$ cat src/hdl/sdspi_pkg.sv
`timescale 1ns / 1ps
// ----------------------------------------------------------------------------
// sdspi_pkg: shared types and constants for the SD card SPI host.
// Holds the phase and operation codes, the item mode and status codes,
// the command frame constants and the result record.
// ----------------------------------------------------------------------------
package sdspi_pkg;

  // Widths fixed by the register and field definitions.
  localparam int RetryW  = 20;
  localparam int PollW   = 8;
  localparam int SectorW = 23;
  localparam int AddrW   = 32;

  // Item modes.
  typedef enum logic [1:0] {
    MODE_INIT = 2'd0,
    MODE_READ = 2'd1,
    MODE_XFER = 2'd2,
    MODE_NOP  = 2'd3
  } mode_t;

  // Completion status codes.
  typedef enum logic [1:0] {
    ST_BUSY      = 2'd0,
    ST_INIT_OK   = 2'd1,
    ST_INIT_FAIL = 2'd2,
    ST_READ_DONE = 2'd3
  } status_t;

  // Sequencer phases.
  typedef enum logic [3:0] {
    PH_IDLE  = 4'd0,
    PH_WAKE  = 4'd1,
    PH_PRE   = 4'd2,
    PH_CMD   = 4'd3,
    PH_POLL  = 4'd4,
    PH_TRAIL = 4'd5,
    PH_DESEL = 4'd6,
    PH_TOKEN = 4'd7,
    PH_DATA  = 4'd8,
    PH_TAIL  = 4'd9
  } phase_t;

  // Operation in progress.
  typedef enum logic [1:0] {
    OP_NONE = 2'd0,
    OP_INIT = 2'd1,
    OP_READ = 2'd2
  } op_t;

  // Register indexes on the configuration port.
  localparam logic REG_RETRY_LIMIT    = 1'b0;
  localparam logic REG_RESPONSE_POLLS = 1'b1;

  localparam logic [RetryW-1:0] RetryLimitReset    = 20'hFFFFF;
  localparam logic [PollW-1:0]  ResponsePollsReset = 8'd8;

  // Command frame constants.
  localparam logic [7:0] IdleByte   = 8'hFF;
  localparam logic [7:0] TokenByte  = 8'hFE;
  localparam logic [7:0] Cmd0Byte   = 8'h40;
  localparam logic [7:0] Cmd0Crc    = 8'h95;
  localparam logic [7:0] Cmd1Byte   = 8'h41;
  localparam logic [7:0] Cmd1Crc    = 8'hF9;
  localparam logic [7:0] Cmd16Byte  = 8'h50;
  localparam logic [7:0] Cmd17Byte  = 8'h51;
  localparam logic [7:0] DummyCrc   = 8'hFF;
  localparam logic [7:0] RespIdle   = 8'h01;
  localparam logic [7:0] RespReady  = 8'h00;
  localparam logic [AddrW-1:0] Cmd16Arg = 32'h0000_0200;

  // Frame lengths in bytes.
  localparam int PreBytes  = 3;
  localparam int CmdBytes  = 6;
  localparam int PostBytes = 3;
  localparam int TailBytes = 3;

  // One result item.
  typedef struct packed {
    logic [7:0] tx_byte;
    logic       want_transfer;
    logic       select_card;
    logic       data_valid;
    logic [7:0] data_byte;
    logic       last_data;
    status_t    status;
    logic       fast_clock;
  } res_t;

endpackage

$ cat src/hdl/sd_spi_init_and_block_read.sv
`timescale 1ns / 1ps
// ----------------------------------------------------------------------------
// sd_spi_init_and_block_read: SD card SPI-mode host, init and sector read.
// Top level: configuration registers, byte sequencer and result buffer.
// ----------------------------------------------------------------------------
// Results are registered, or kept in the skid stage while the output is held.
// Throughput: one item per cycle while in_stall is low; each byte is decided
// combinationally and the two-entry result buffer absorbs one stalled result.
// Reset (synchronous): sequencer idle, slow clock, retry_limit 0xFFFFF,
// response_polls 8, result buffer empty.
module sd_spi_init_and_block_read #(
  parameter int BLOCK_BYTES = 512,
  parameter int WAKE_BYTES  = 10
) (
  input  logic        clk,
  input  logic        rst,
  // APB configuration port.
  input  logic        psel,
  input  logic        penable,
  input  logic        pwrite,
  input  logic [2:0]  paddr,
  input  logic [31:0] pwdata,
  output logic [31:0] prdata,
  output logic        pready,
  // Input channel.
  input  logic        in_valid,
  output logic        in_stall,
  input  logic [1:0]  mode,
  input  logic [22:0] sector,
  input  logic [7:0]  rx_byte,
  // Output channel.
  output logic        out_valid,
  input  logic        out_stall,
  output logic [7:0]  tx_byte,
  output logic        want_transfer,
  output logic        select_card,
  output logic        data_valid,
  output logic [7:0]  data_byte,
  output logic        last_data,
  output logic [1:0]  status,
  output logic        fast_clock
);

  logic [sdspi_pkg::RetryW-1:0] retry_limit;
  logic [sdspi_pkg::PollW-1:0]  response_polls;
  logic                         cfg_write;
  logic                         in_go;
  sdspi_pkg::res_t              eng_res;
  sdspi_pkg::res_t              out_res;

  // Configuration registers.
  assign pready    = 1'b1;
  assign cfg_write = psel && penable && pwrite && pready;

  always_ff @(posedge clk) begin
    if (rst) begin
      retry_limit    <= sdspi_pkg::RetryLimitReset;
      response_polls <= sdspi_pkg::ResponsePollsReset;
    end else if (cfg_write) begin
      case (paddr[2])
        sdspi_pkg::REG_RETRY_LIMIT:    retry_limit    <= pwdata[sdspi_pkg::RetryW-1:0];
        sdspi_pkg::REG_RESPONSE_POLLS: response_polls <= pwdata[sdspi_pkg::PollW-1:0];
        default: ;
      endcase
    end
  end

  // Register read-back.
  always_comb begin
    case (paddr[2])
      sdspi_pkg::REG_RETRY_LIMIT:    prdata = 32'(retry_limit);
      sdspi_pkg::REG_RESPONSE_POLLS: prdata = 32'(response_polls);
      default:                       prdata = '0;
    endcase
  end

  // Input transfer.
  assign in_go = in_valid && !in_stall;

  sdspi_engine #(
    .BLOCK_BYTES (BLOCK_BYTES),
    .WAKE_BYTES  (WAKE_BYTES)
  ) u_engine (
    .clk            (clk),
    .rst            (rst),
    .in_go          (in_go),
    .mode           (mode),
    .sector         (sector),
    .rx_byte        (rx_byte),
    .retry_limit    (retry_limit),
    .response_polls (response_polls),
    .result         (eng_res)
  );

  sdspi_outq u_outq (
    .clk       (clk),
    .rst       (rst),
    .push      (in_go),
    .push_data (eng_res),
    .full      (in_stall),
    .out_valid (out_valid),
    .out_stall (out_stall),
    .out_data  (out_res)
  );

  // Result fields.
  assign tx_byte       = out_res.tx_byte;
  assign want_transfer = out_res.want_transfer;
  assign select_card   = out_res.select_card;
  assign data_valid    = out_res.data_valid;
  assign data_byte     = out_res.data_byte;
  assign last_data     = out_res.last_data;
  assign status        = out_res.status;
  assign fast_clock    = out_res.fast_clock;

endmodule

$ cat src/hdl/sdspi_engine.sv
`timescale 1ns / 1ps
// ----------------------------------------------------------------------------
// sdspi_engine: byte-level sequencer of the SD card SPI host.
// Updates the sequencer state for each accepted item and forms the result
// for that item in the same cycle.
// ----------------------------------------------------------------------------
module sdspi_engine #(
  parameter int BLOCK_BYTES = 512,
  parameter int WAKE_BYTES  = 10
) (
  input  logic                         clk,
  input  logic                         rst,
  input  logic                         in_go,
  input  logic [1:0]                   mode,
  input  logic [sdspi_pkg::SectorW-1:0] sector,
  input  logic [7:0]                   rx_byte,
  input  logic [sdspi_pkg::RetryW-1:0] retry_limit,
  input  logic [sdspi_pkg::PollW-1:0]  response_polls,
  output sdspi_pkg::res_t              result
);

  localparam int CountMax = (BLOCK_BYTES > WAKE_BYTES) ? BLOCK_BYTES : WAKE_BYTES;
  localparam int CountW   = $clog2(CountMax + 1);

  // Sequencer state.
  sdspi_pkg::phase_t               phase, phase_next;
  sdspi_pkg::op_t                  operation, operation_next;
  logic [1:0]                      command_step, command_step_next;
  logic [CountW-1:0]               byte_count, byte_count_next;
  logic [sdspi_pkg::RetryW-1:0]    retry_count, retry_count_next;
  logic [sdspi_pkg::PollW-1:0]     poll_count, poll_count_next;
  logic [7:0]                      last_response, last_response_next;
  logic [sdspi_pkg::AddrW-1:0]     address_latch, address_latch_next;
  logic                            clock_fast, clock_fast_next;

  // Shared decode.
  logic                         xfer;
  logic [sdspi_pkg::RetryW-1:0] lim_retry, retry_inc;
  logic [sdspi_pkg::PollW-1:0]  lim_polls, poll_inc;
  logic [CountW-1:0]            byte_inc;
  logic                         expect_ok, step_done, desel_end;
  logic                         finish_read, finish_init;

  assign xfer      = in_go && (mode == sdspi_pkg::MODE_XFER) && (phase != sdspi_pkg::PH_IDLE);
  assign lim_retry = (retry_limit == '0) ? sdspi_pkg::RetryW'(1) : retry_limit;
  assign lim_polls = (response_polls == '0) ? sdspi_pkg::PollW'(1) : response_polls;
  assign retry_inc = retry_count + 1'b1;
  assign poll_inc  = poll_count + 1'b1;
  assign byte_inc  = byte_count + 1'b1;
  assign expect_ok = (command_step == 2'd0) ? (last_response == sdspi_pkg::RespIdle)
                                            : (last_response == sdspi_pkg::RespReady);
  assign step_done = expect_ok || (retry_inc >= lim_retry);
  assign desel_end = xfer && (phase == sdspi_pkg::PH_DESEL) &&
                     (byte_inc >= CountW'(sdspi_pkg::PostBytes));
  assign finish_read = desel_end && (operation == sdspi_pkg::OP_READ);
  assign finish_init = desel_end && (operation != sdspi_pkg::OP_READ) && step_done &&
                       (command_step >= 2'd2);

  // Next state.
  always_comb begin
    phase_next         = phase;
    operation_next     = operation;
    command_step_next  = command_step;
    byte_count_next    = byte_count;
    retry_count_next   = retry_count;
    poll_count_next    = poll_count;
    last_response_next = last_response;
    address_latch_next = address_latch;
    clock_fast_next    = clock_fast;
    if (in_go && (mode == sdspi_pkg::MODE_INIT)) begin
      clock_fast_next    = 1'b0;
      operation_next     = sdspi_pkg::OP_INIT;
      phase_next         = sdspi_pkg::PH_WAKE;
      command_step_next  = 2'd0;
      byte_count_next    = '0;
      retry_count_next   = '0;
      poll_count_next    = '0;
      last_response_next = '0;
    end else if (in_go && (mode == sdspi_pkg::MODE_READ)) begin
      operation_next     = sdspi_pkg::OP_READ;
      address_latch_next = {sector, 9'd0};
      phase_next         = sdspi_pkg::PH_PRE;
      byte_count_next    = '0;
      retry_count_next   = '0;
      poll_count_next    = '0;
    end else if (xfer) begin
      case (phase)
        sdspi_pkg::PH_WAKE: begin
          byte_count_next = byte_inc;
          if (byte_inc >= CountW'(WAKE_BYTES)) begin
            phase_next      = sdspi_pkg::PH_PRE;
            byte_count_next = '0;
          end
        end
        sdspi_pkg::PH_PRE: begin
          byte_count_next = byte_inc;
          if (byte_inc >= CountW'(sdspi_pkg::PreBytes)) begin
            phase_next      = sdspi_pkg::PH_CMD;
            byte_count_next = '0;
          end
        end
        sdspi_pkg::PH_CMD: begin
          byte_count_next = byte_inc;
          if (byte_inc >= CountW'(sdspi_pkg::CmdBytes)) begin
            phase_next      = sdspi_pkg::PH_POLL;
            byte_count_next = '0;
            poll_count_next = '0;
          end
        end
        sdspi_pkg::PH_POLL: begin
          poll_count_next    = poll_inc;
          last_response_next = rx_byte;
          if (!rx_byte[7] || (poll_inc >= lim_polls)) begin
            phase_next = sdspi_pkg::PH_TRAIL;
          end
        end
        sdspi_pkg::PH_TRAIL: begin
          byte_count_next = '0;
          if (operation == sdspi_pkg::OP_READ) begin
            phase_next       = sdspi_pkg::PH_TOKEN;
            retry_count_next = '0;
          end else begin
            phase_next = sdspi_pkg::PH_DESEL;
          end
        end
        sdspi_pkg::PH_DESEL: begin
          byte_count_next = byte_inc;
          if (desel_end) begin
            byte_count_next = '0;
            if (finish_read) begin
              phase_next     = sdspi_pkg::PH_IDLE;
              operation_next = sdspi_pkg::OP_NONE;
            end else begin
              // Retry the command, move to the next one, or conclude.
              retry_count_next = retry_inc;
              if (step_done) begin
                if (command_step < 2'd2) begin
                  command_step_next = command_step + 2'd1;
                  retry_count_next  = '0;
                  phase_next        = sdspi_pkg::PH_PRE;
                end else begin
                  clock_fast_next = (last_response == sdspi_pkg::RespReady);
                  phase_next      = sdspi_pkg::PH_IDLE;
                  operation_next  = sdspi_pkg::OP_NONE;
                end
              end else begin
                phase_next = sdspi_pkg::PH_PRE;
              end
            end
          end
        end
        sdspi_pkg::PH_TOKEN: begin
          retry_count_next = retry_inc;
          if ((rx_byte == sdspi_pkg::TokenByte) || (retry_inc >= lim_retry)) begin
            phase_next      = sdspi_pkg::PH_DATA;
            byte_count_next = '0;
          end
        end
        sdspi_pkg::PH_DATA: begin
          byte_count_next = byte_inc;
          if (byte_inc >= CountW'(BLOCK_BYTES)) begin
            phase_next      = sdspi_pkg::PH_TAIL;
            byte_count_next = '0;
          end
        end
        sdspi_pkg::PH_TAIL: begin
          byte_count_next = byte_inc;
          if (byte_inc >= CountW'(sdspi_pkg::TailBytes)) begin
            phase_next      = sdspi_pkg::PH_DESEL;
            byte_count_next = '0;
          end
        end
        default: begin
          phase_next      = sdspi_pkg::PH_IDLE;
          operation_next  = sdspi_pkg::OP_NONE;
          byte_count_next = '0;
        end
      endcase
    end
  end

  // Result for the accepted item.
  always_comb begin
    logic [7:0]                  cmd, crc;
    logic [sdspi_pkg::AddrW-1:0] arg;
    if (operation_next == sdspi_pkg::OP_READ) begin
      cmd = sdspi_pkg::Cmd17Byte;
      arg = address_latch_next;
      crc = sdspi_pkg::DummyCrc;
    end else if (command_step_next == 2'd0) begin
      cmd = sdspi_pkg::Cmd0Byte;
      arg = '0;
      crc = sdspi_pkg::Cmd0Crc;
    end else if (command_step_next == 2'd1) begin
      cmd = sdspi_pkg::Cmd1Byte;
      arg = '0;
      crc = sdspi_pkg::Cmd1Crc;
    end else begin
      cmd = sdspi_pkg::Cmd16Byte;
      arg = sdspi_pkg::Cmd16Arg;
      crc = sdspi_pkg::DummyCrc;
    end

    result.tx_byte       = sdspi_pkg::IdleByte;
    result.want_transfer = 1'b1;
    result.select_card   = 1'b1;
    case (phase_next)
      sdspi_pkg::PH_IDLE: begin
        result.want_transfer = 1'b0;
        result.select_card   = 1'b0;
      end
      sdspi_pkg::PH_WAKE, sdspi_pkg::PH_DESEL: begin
        result.select_card = 1'b0;
      end
      sdspi_pkg::PH_CMD: begin
        case (byte_count_next)
          CountW'(0): result.tx_byte = cmd;
          CountW'(1): result.tx_byte = arg[31:24];
          CountW'(2): result.tx_byte = arg[23:16];
          CountW'(3): result.tx_byte = arg[15:8];
          CountW'(4): result.tx_byte = arg[7:0];
          default:    result.tx_byte = crc;
        endcase
      end
      default: begin
        result.tx_byte = sdspi_pkg::IdleByte;
      end
    endcase

    result.data_valid = xfer && (phase == sdspi_pkg::PH_DATA);
    result.data_byte  = result.data_valid ? rx_byte : 8'd0;
    result.last_data  = result.data_valid && (byte_inc >= CountW'(BLOCK_BYTES));
    if (finish_read) begin
      result.status = sdspi_pkg::ST_READ_DONE;
    end else if (finish_init) begin
      result.status = (last_response == sdspi_pkg::RespReady) ? sdspi_pkg::ST_INIT_OK
                                                              : sdspi_pkg::ST_INIT_FAIL;
    end else begin
      result.status = sdspi_pkg::ST_BUSY;
    end
    result.fast_clock = clock_fast_next;
  end

  // State registers.
  always_ff @(posedge clk) begin
    if (rst) begin
      phase         <= sdspi_pkg::PH_IDLE;
      operation     <= sdspi_pkg::OP_NONE;
      command_step  <= 2'd0;
      byte_count    <= '0;
      retry_count   <= '0;
      poll_count    <= '0;
      last_response <= '0;
      address_latch <= '0;
      clock_fast    <= 1'b0;
    end else begin
      phase         <= phase_next;
      operation     <= operation_next;
      command_step  <= command_step_next;
      byte_count    <= byte_count_next;
      retry_count   <= retry_count_next;
      poll_count    <= poll_count_next;
      last_response <= last_response_next;
      address_latch <= address_latch_next;
      clock_fast    <= clock_fast_next;
    end
  end

  // A sector byte is only ever produced with the card selected.
  a_data_selected: assert property (@(posedge clk) disable iff (rst)
    result.data_valid |-> result.select_card)
    else $error("sector byte delivered with card deselected");

  // A completion status leaves the engine idle.
  a_status_idle: assert property (@(posedge clk) disable iff (rst)
    (result.status != sdspi_pkg::ST_BUSY) |-> !result.want_transfer)
    else $error("completion status while a transfer is still requested");

  // The completion leaves the state idle on the next cycle.
  a_finish_idle: assert property (@(posedge clk) disable iff (rst)
    (in_go && (result.status != sdspi_pkg::ST_BUSY)) |=> (phase == sdspi_pkg::PH_IDLE))
    else $error("engine not idle after completion");

  // The final byte flag only comes with a sector byte.
  a_last_data: assert property (@(posedge clk) disable iff (rst)
    result.last_data |-> result.data_valid)
    else $error("last byte flag without a sector byte");

endmodule

$ cat src/hdl/sdspi_outq.sv
`timescale 1ns / 1ps
// ----------------------------------------------------------------------------
// sdspi_outq: result register with a skid stage.
// Holds results while the receiver stalls so that the input side can take
// one more item before it has to stall.
// ----------------------------------------------------------------------------
module sdspi_outq (
  input  logic            clk,
  input  logic            rst,
  input  logic            push,
  input  sdspi_pkg::res_t push_data,
  output logic            full,
  output logic            out_valid,
  input  logic            out_stall,
  output sdspi_pkg::res_t out_data
);

  logic            skid_valid;
  sdspi_pkg::res_t skid_data;
  logic            pop;

  assign pop  = out_valid && !out_stall;
  assign full = skid_valid;

  // Control: the skid stage fills only when the output register is held.
  always_ff @(posedge clk) begin
    if (rst) begin
      out_valid  <= 1'b0;
      skid_valid <= 1'b0;
    end else if (!out_valid || pop) begin
      if (skid_valid) begin
        out_valid  <= 1'b1;
        skid_valid <= 1'b0;
      end else begin
        out_valid <= push;
      end
    end else if (push) begin
      skid_valid <= 1'b1;
    end
  end

  // Payload.
  always_ff @(posedge clk) begin
    if (!out_valid || pop) begin
      out_data <= skid_valid ? skid_data : push_data;
    end
    if (push && out_valid && !pop) begin
      skid_data <= push_data;
    end
  end

  // The skid stage is only occupied behind a waiting result.
  a_skid_behind: assert property (@(posedge clk) disable iff (rst)
    skid_valid |-> out_valid)
    else $error("skid stage holds a result ahead of the output register");

  // A transfer into a held output register lands in the skid stage.
  a_skid_fill: assert property (@(posedge clk) disable iff (rst)
    (push && out_valid && out_stall) |=> skid_valid)
    else $error("result lost while the output was stalled");

endmodule

$ cat config.mk
export PLATFORM = sky130hd
export DESIGN_NAME = sd_spi_init_and_block_read
export DESIGN_NICKNAME = d
export VERILOG_FILES = /design/src/hdl/sdspi_pkg.sv /design/src/hdl/sd_spi_init_and_block_read.sv /design/src/hdl/sdspi_engine.sv /design/src/hdl/sdspi_outq.sv
export SDC_FILE = /design/constraint.sdc
export NUM_CORES = 1
export LEC_CHECK = 0
export ABC_AREA = 1
export BUFFER_PORTS_ARGS = -buffer_cell sky130_fd_sc_hd__clkbuf_2
export CAP_MARGIN = 20
export CORE_MARGIN = 1
export CORE_UTILIZATION = 25
export DETAILED_ROUTE_END_ITERATION = 7
export SETUP_SLACK_MARGIN = 0.02
export SYNTH_ARGS = -nofsm -noshare
export SYNTH_HDL_FRONTEND = slang
export SYNTH_HIERARCHICAL = 1
export SYNTH_SLANG_ARGS = --single-unit
export TNS_END_PERCENT = 1
$ cat constraint.sdc
create_clock -name clk -period 5 [get_ports clk]
set_input_delay 0.5 -clock clk [delete_from_list [all_inputs] [get_ports clk]]
set_output_delay 0.5 -clock clk [all_outputs]
set_load 0.005 [all_outputs]
==> impl.org <==
** Run status
- The flow ran to the end, and the final reports show no timing, DRC or antenna violations.

** STA
- The count of final hold-check violations was 0.
- Timing would allow up to ~220 MHz.
- Final slew viol count :: 0
- Counting I/O delays and the setup requirement, the final critical path takes 4.643 ns.
- Post-route clock period utilization :: 0.9286
- At the pin with the least slew margin, the transition time is approximately 0.95 ns.
- Setup violations remaining at the end of the flow were counted as 0.
- Across the routed clock network, the largest skew measured is around 0.01 ns.
- Total Negative Setup Slacks :: 0 ns
- The worst pin sits at a relative slew slack of 0.3660.
- Hold timing on the final database bottoms out at a slack of about 0.26 ns.
- Setup repair after global routing could not meet its margin everywhere.

** Worst setup path
- The worst register-to-register path begins at u_engine/retry_count[0]$_SDFFE_PP0P_.
- Worst-case reg-to-reg path depth :: 34
- The worst setup path is of the flop to flop kind.
- On the worst path, the slowest cell contributes a delay of 0.37 ns.
- WP data arrival :: 4.83 ns
- STA classifies the critical path startpoint as a flop.
- Required time of the critical path :: around 5.2 ns
- The cell that appears most often on the critical path is nand2_1.
- On the critical path, the stage with the largest delay is an instance of dfxtp_4.
- Critical path peak fanout :: 10
- The worst setup path is captured at a flop.
- In this run the register-to-register setup slack is 0.36 ns.
- The worst register-to-register path ends at u_outq/out_data[18]$_DFFE_PP_.

** Clocking
- Latest clock arrival within the worst-skew pair :: between 0.4 and 0.5 ns
- The root buffer cell chosen for the clock tree is clkbuf_16.
- Clock-pin slew on the worst setup and hold paths :: approximately 0.070 ns
- Maximum buffer depth of the clock tree :: 2
- CTS H-tree lvls :: 4
- Clk sinks :: roughly 160
- TritonCTS built the clock tree.
- The number of clock buffers added by TritonCTS is 17.

** Hold path
- The worst hold path passes through 3 cells.
- Worst hold-check path type :: primary input to flop
- Hold endpoint :: retry_limit[8]$_SDFFE_PP1P_
- Source of the worst hold timing path :: pwdata[8]

** GRT
- Antenna violations before repair :: 1
- Entering global routing, the biggest net connects between 50 and 60 pins.
- Across every metal layer, demand over resource in global routing totals 0.1298.
- The via count of the first global-routing pass was slightly above 8k.
- Global routing finished with a remaining overflow of 0.
- First-pass GRT wire length :: between 40000 and 50000 um

** Yosys
- The most used flip-flop cell after synthesis is dfxtp_1.
- Netlist Area Pre-Place :: 9658 um2
- Counting every instance in the synthesized netlist gives between 1k and 1.5k.
- The number of different library cells used by synthesis comes to 44.
- Synthesis inferred approximately 160 register bits.
- Sequential-to-total area share from yosys stat :: 0.3855
- Yosys Warn Count :: 6
- In this run, synthesis inferred between 40 and 50 flip-flops with an integrated enable.
- Fraction of synthesis flops using an asynchronous set or reset pin :: 0
- Post-synthesis area per instance :: 6.983 um2

** Layout
- Utilization after layout :: 0.3071
- Compared with the post-synthesis result, the final layout area differs by 20.33%.
- Number of inserted diodes :: 0
- Sequential standard cell area :: roughly 3700 um2
- Of the cells placed in the final design, the portion with a size suffix greater than 1 is 0.1743.
- The finished layout holds 2020 standard cells, fillers aside.
- Most frequent cells in the layout :: nand2_1 (333), nor2_1 (182), inv_1 (172), dfxtp_1 (113), clkbuf_2 (105)
- Leading cell type in the layout, fill and taps excluded :: nand2_1
- Summing all multi-input logic gate instances after layout gives approximately 5000 um2.
- At the end of the flow, the number of nets in the layout was 1606.
- Number of fillers in the final layout :: just over 4k

** Detailed routing
- Mean number of vias per cell :: roughly 4.5
- Post-detailed-route count of antenna-violating nets :: 0
- Overall routed net length :: between 20000 and 30000 um
- DR DRC count :: 0
- The detailed router finished its first iteration with 570 violations.
- Pre-Repair DR Iteration Count :: 5
- Routed wirelength normalized by instance count :: ~12 um
- The routed layout has about 9k vias.

** Place
- In this run, placement finished with an instance count of 1983.
- At the end of routability-driven placement, the weighted congestion stood at 0.9015.
- Total half-perimeter wirelength after legalization and detailed placement :: around 19000 um
- Number of port buffers :: approximately 110

** Power
- Worst IR Drop VDD :: between 0.2 and 0.25 mV
- Power spread over the standard cell area amounts to roughly 270 nW/um2.
- The analysis attributes to cell leakage a power of 0.005650 uW.
- Total Power :: 3137 uW

** Floorplanning
- Width of the die :: approximately 200 um
- For this design the top-level I/O count stands at between 100 and 150.
- The total area inside the core boundary comes to ~38000 um2.
- The die covers 39420 um2.
- The initial utilization of the core area, before any placement, comes to 0.2552.
- Cell Rows :: ~70
- From bottom edge to top edge, the die measures approximately 200 um.

** Run
- Max cap viols :: 0
layout make-up:
type	count	share of cell area
Inverter	191	0.06169
Timing Repair Buffer	145	0.07687
Sequential cell	163	0.3211
Clock buffer	20	0.04307
Tap cell	511	0.05502
Multi-Input combinational cell	978	0.4311
Clock inverter	12	0.01120
logic make-up after synthesis:
kind of cell    share of synthesized area
simple gates                       0.3427
buf+inv                            0.1128
flops                              0.3855
compound gates                    0.07333
fa+ha+maj                         0.04534
xor+xnor                          0.02086
mux                               0.01865
other cells                     0.0007776
timing repair:
| item | 4_1_cts | 5_1_grt |
|---|---|---|
| buffers inserted | 0 | 3 |
| gates resized for setup | 0 | 42 |
| hold buffers | 0 | 0 |
| setup endpoints to repair | 0 | 16 |
synthesized netlist by cell type (5+ instances only):
master | n | share of area
a21oi_1 | 70 | 0.036
buf_2 | 10 | 0.0052
buf_4 | 18 | 0.014
buf_6 | 8 | 0.0093
clkbuf_1 | 24 | 0.0093
clkinv_1 | 9 | 0.0035
dfxtp_1 | 117 | 0.24
edfxtp_1 | 46 | 0.14
ha_1 | 35 | 0.045
inv_1 | 173 | 0.067
inv_2 | 9 | 0.0035
mux2i_1 | 18 | 0.019
nand2_1 | 337 | 0.13
nand2_2 | 14 | 0.0091
nand3_1 | 105 | 0.054
nand4_1 | 42 | 0.027
nor2_1 | 194 | 0.075
nor2_2 | 7 | 0.0045
nor2_4 | 5 | 0.0058
nor3_1 | 23 | 0.012
nor4_1 | 7 | 0.0045
o21ai_0 | 38 | 0.020
o21ai_1 | 12 | 0.0062
or2_2 | 8 | 0.0052
xor2_1 | 19 | 0.017
state kept, by name, indices dropped and copies added (netlist names):
signal and flops:
u_engine/phase 4, retry_limit 20, u_engine/poll_count 8, response_polls 8, u_engine/address_latch 32, u_engine/operation 2
u_outq/out_valid 1, u_engine/last_response 8, u_engine/byte_count 10, u_outq/skid_data 23, u_outq/full 1, u_engine/command_step 2
u_outq/out_data 23, u_engine/retry_count 20, u_engine/clock_fast 1
worst max-delay path by stage:
| stage | start | to | slack [ns] | cells after the start |
|---|---|---|---|---|
| 6_report | u_engine/retry_count[0]$_SDFFE_PP0P_ | u_outq/out_data[18]$_DFFE_PP_ | 0.36 | 34 |
| 5_1_grt | u_engine/retry_count[2]$_SDFFE_PP0P_ | u_outq/out_data[15]$_DFFE_PP_ | 0.02 | 34 |
| 3_5_place_dp | u_engine/retry_count[0]$_SDFFE_PP0P_ | u_outq/out_data[22]$_DFFE_PP_ | 0.11 | 34 |
| 3_3_place_gp | u_engine/retry_count[0]$_SDFFE_PP0P_ | u_outq/out_data[20]$_DFFE_PP_ | 0.19 | 34 |
| 2_1_floorplan | u_engine/retry_count[0]$_SDFFE_PP0P_ | u_outq/out_data[20]$_DFFE_PP_ | 0.82 | 34 |
| 4_1_cts | u_engine/retry_count[0]$_SDFFE_PP0P_ | u_outq/out_data[22]$_DFFE_PP_ | 0.07 | 34 |
per-layer routing:
layer  global-route usage  part of all wire  vias to the layer above
met2               0.1996              0.44                      242
li1                     -                 -                     4635
met1               0.1768              0.48                     4103
met4              0.04501             0.014                        2
met5                    0           0.00052                        -
met3              0.03052             0.062                       28
critical path, delay by kind of cell, from the launching register on:
kind,cells,cell delay [ns]
buffers and inverters,7,0.79
XOR/XNOR,1,0.15
AO/OA/AOI/OAI,2,0.19
adder cells (fa/ha/maj),1,0.31
AND/OR/NAND/NOR,23,2.56
flip-flops,1,0.37
through the flow:
step | cell area, um2 | worst slack (ns)
5_1_grt | 11620 | 0.01610
4_1_cts | 11420 | 0.07167
3_3_place_gp | 10760 | 0.1946
6_report | 11620 | 0.3572
2_1_floorplan | 9699 | 0.8248
3_5_place_dp | 10790 | 0.1088
where the power goes:
part	internal, uW	switching (uW)	total [uW]
Clock	793	595	1390
Sequential	1390	20.6	1410
Combinational	127	209	336
(Power assumes the default switching activity.)
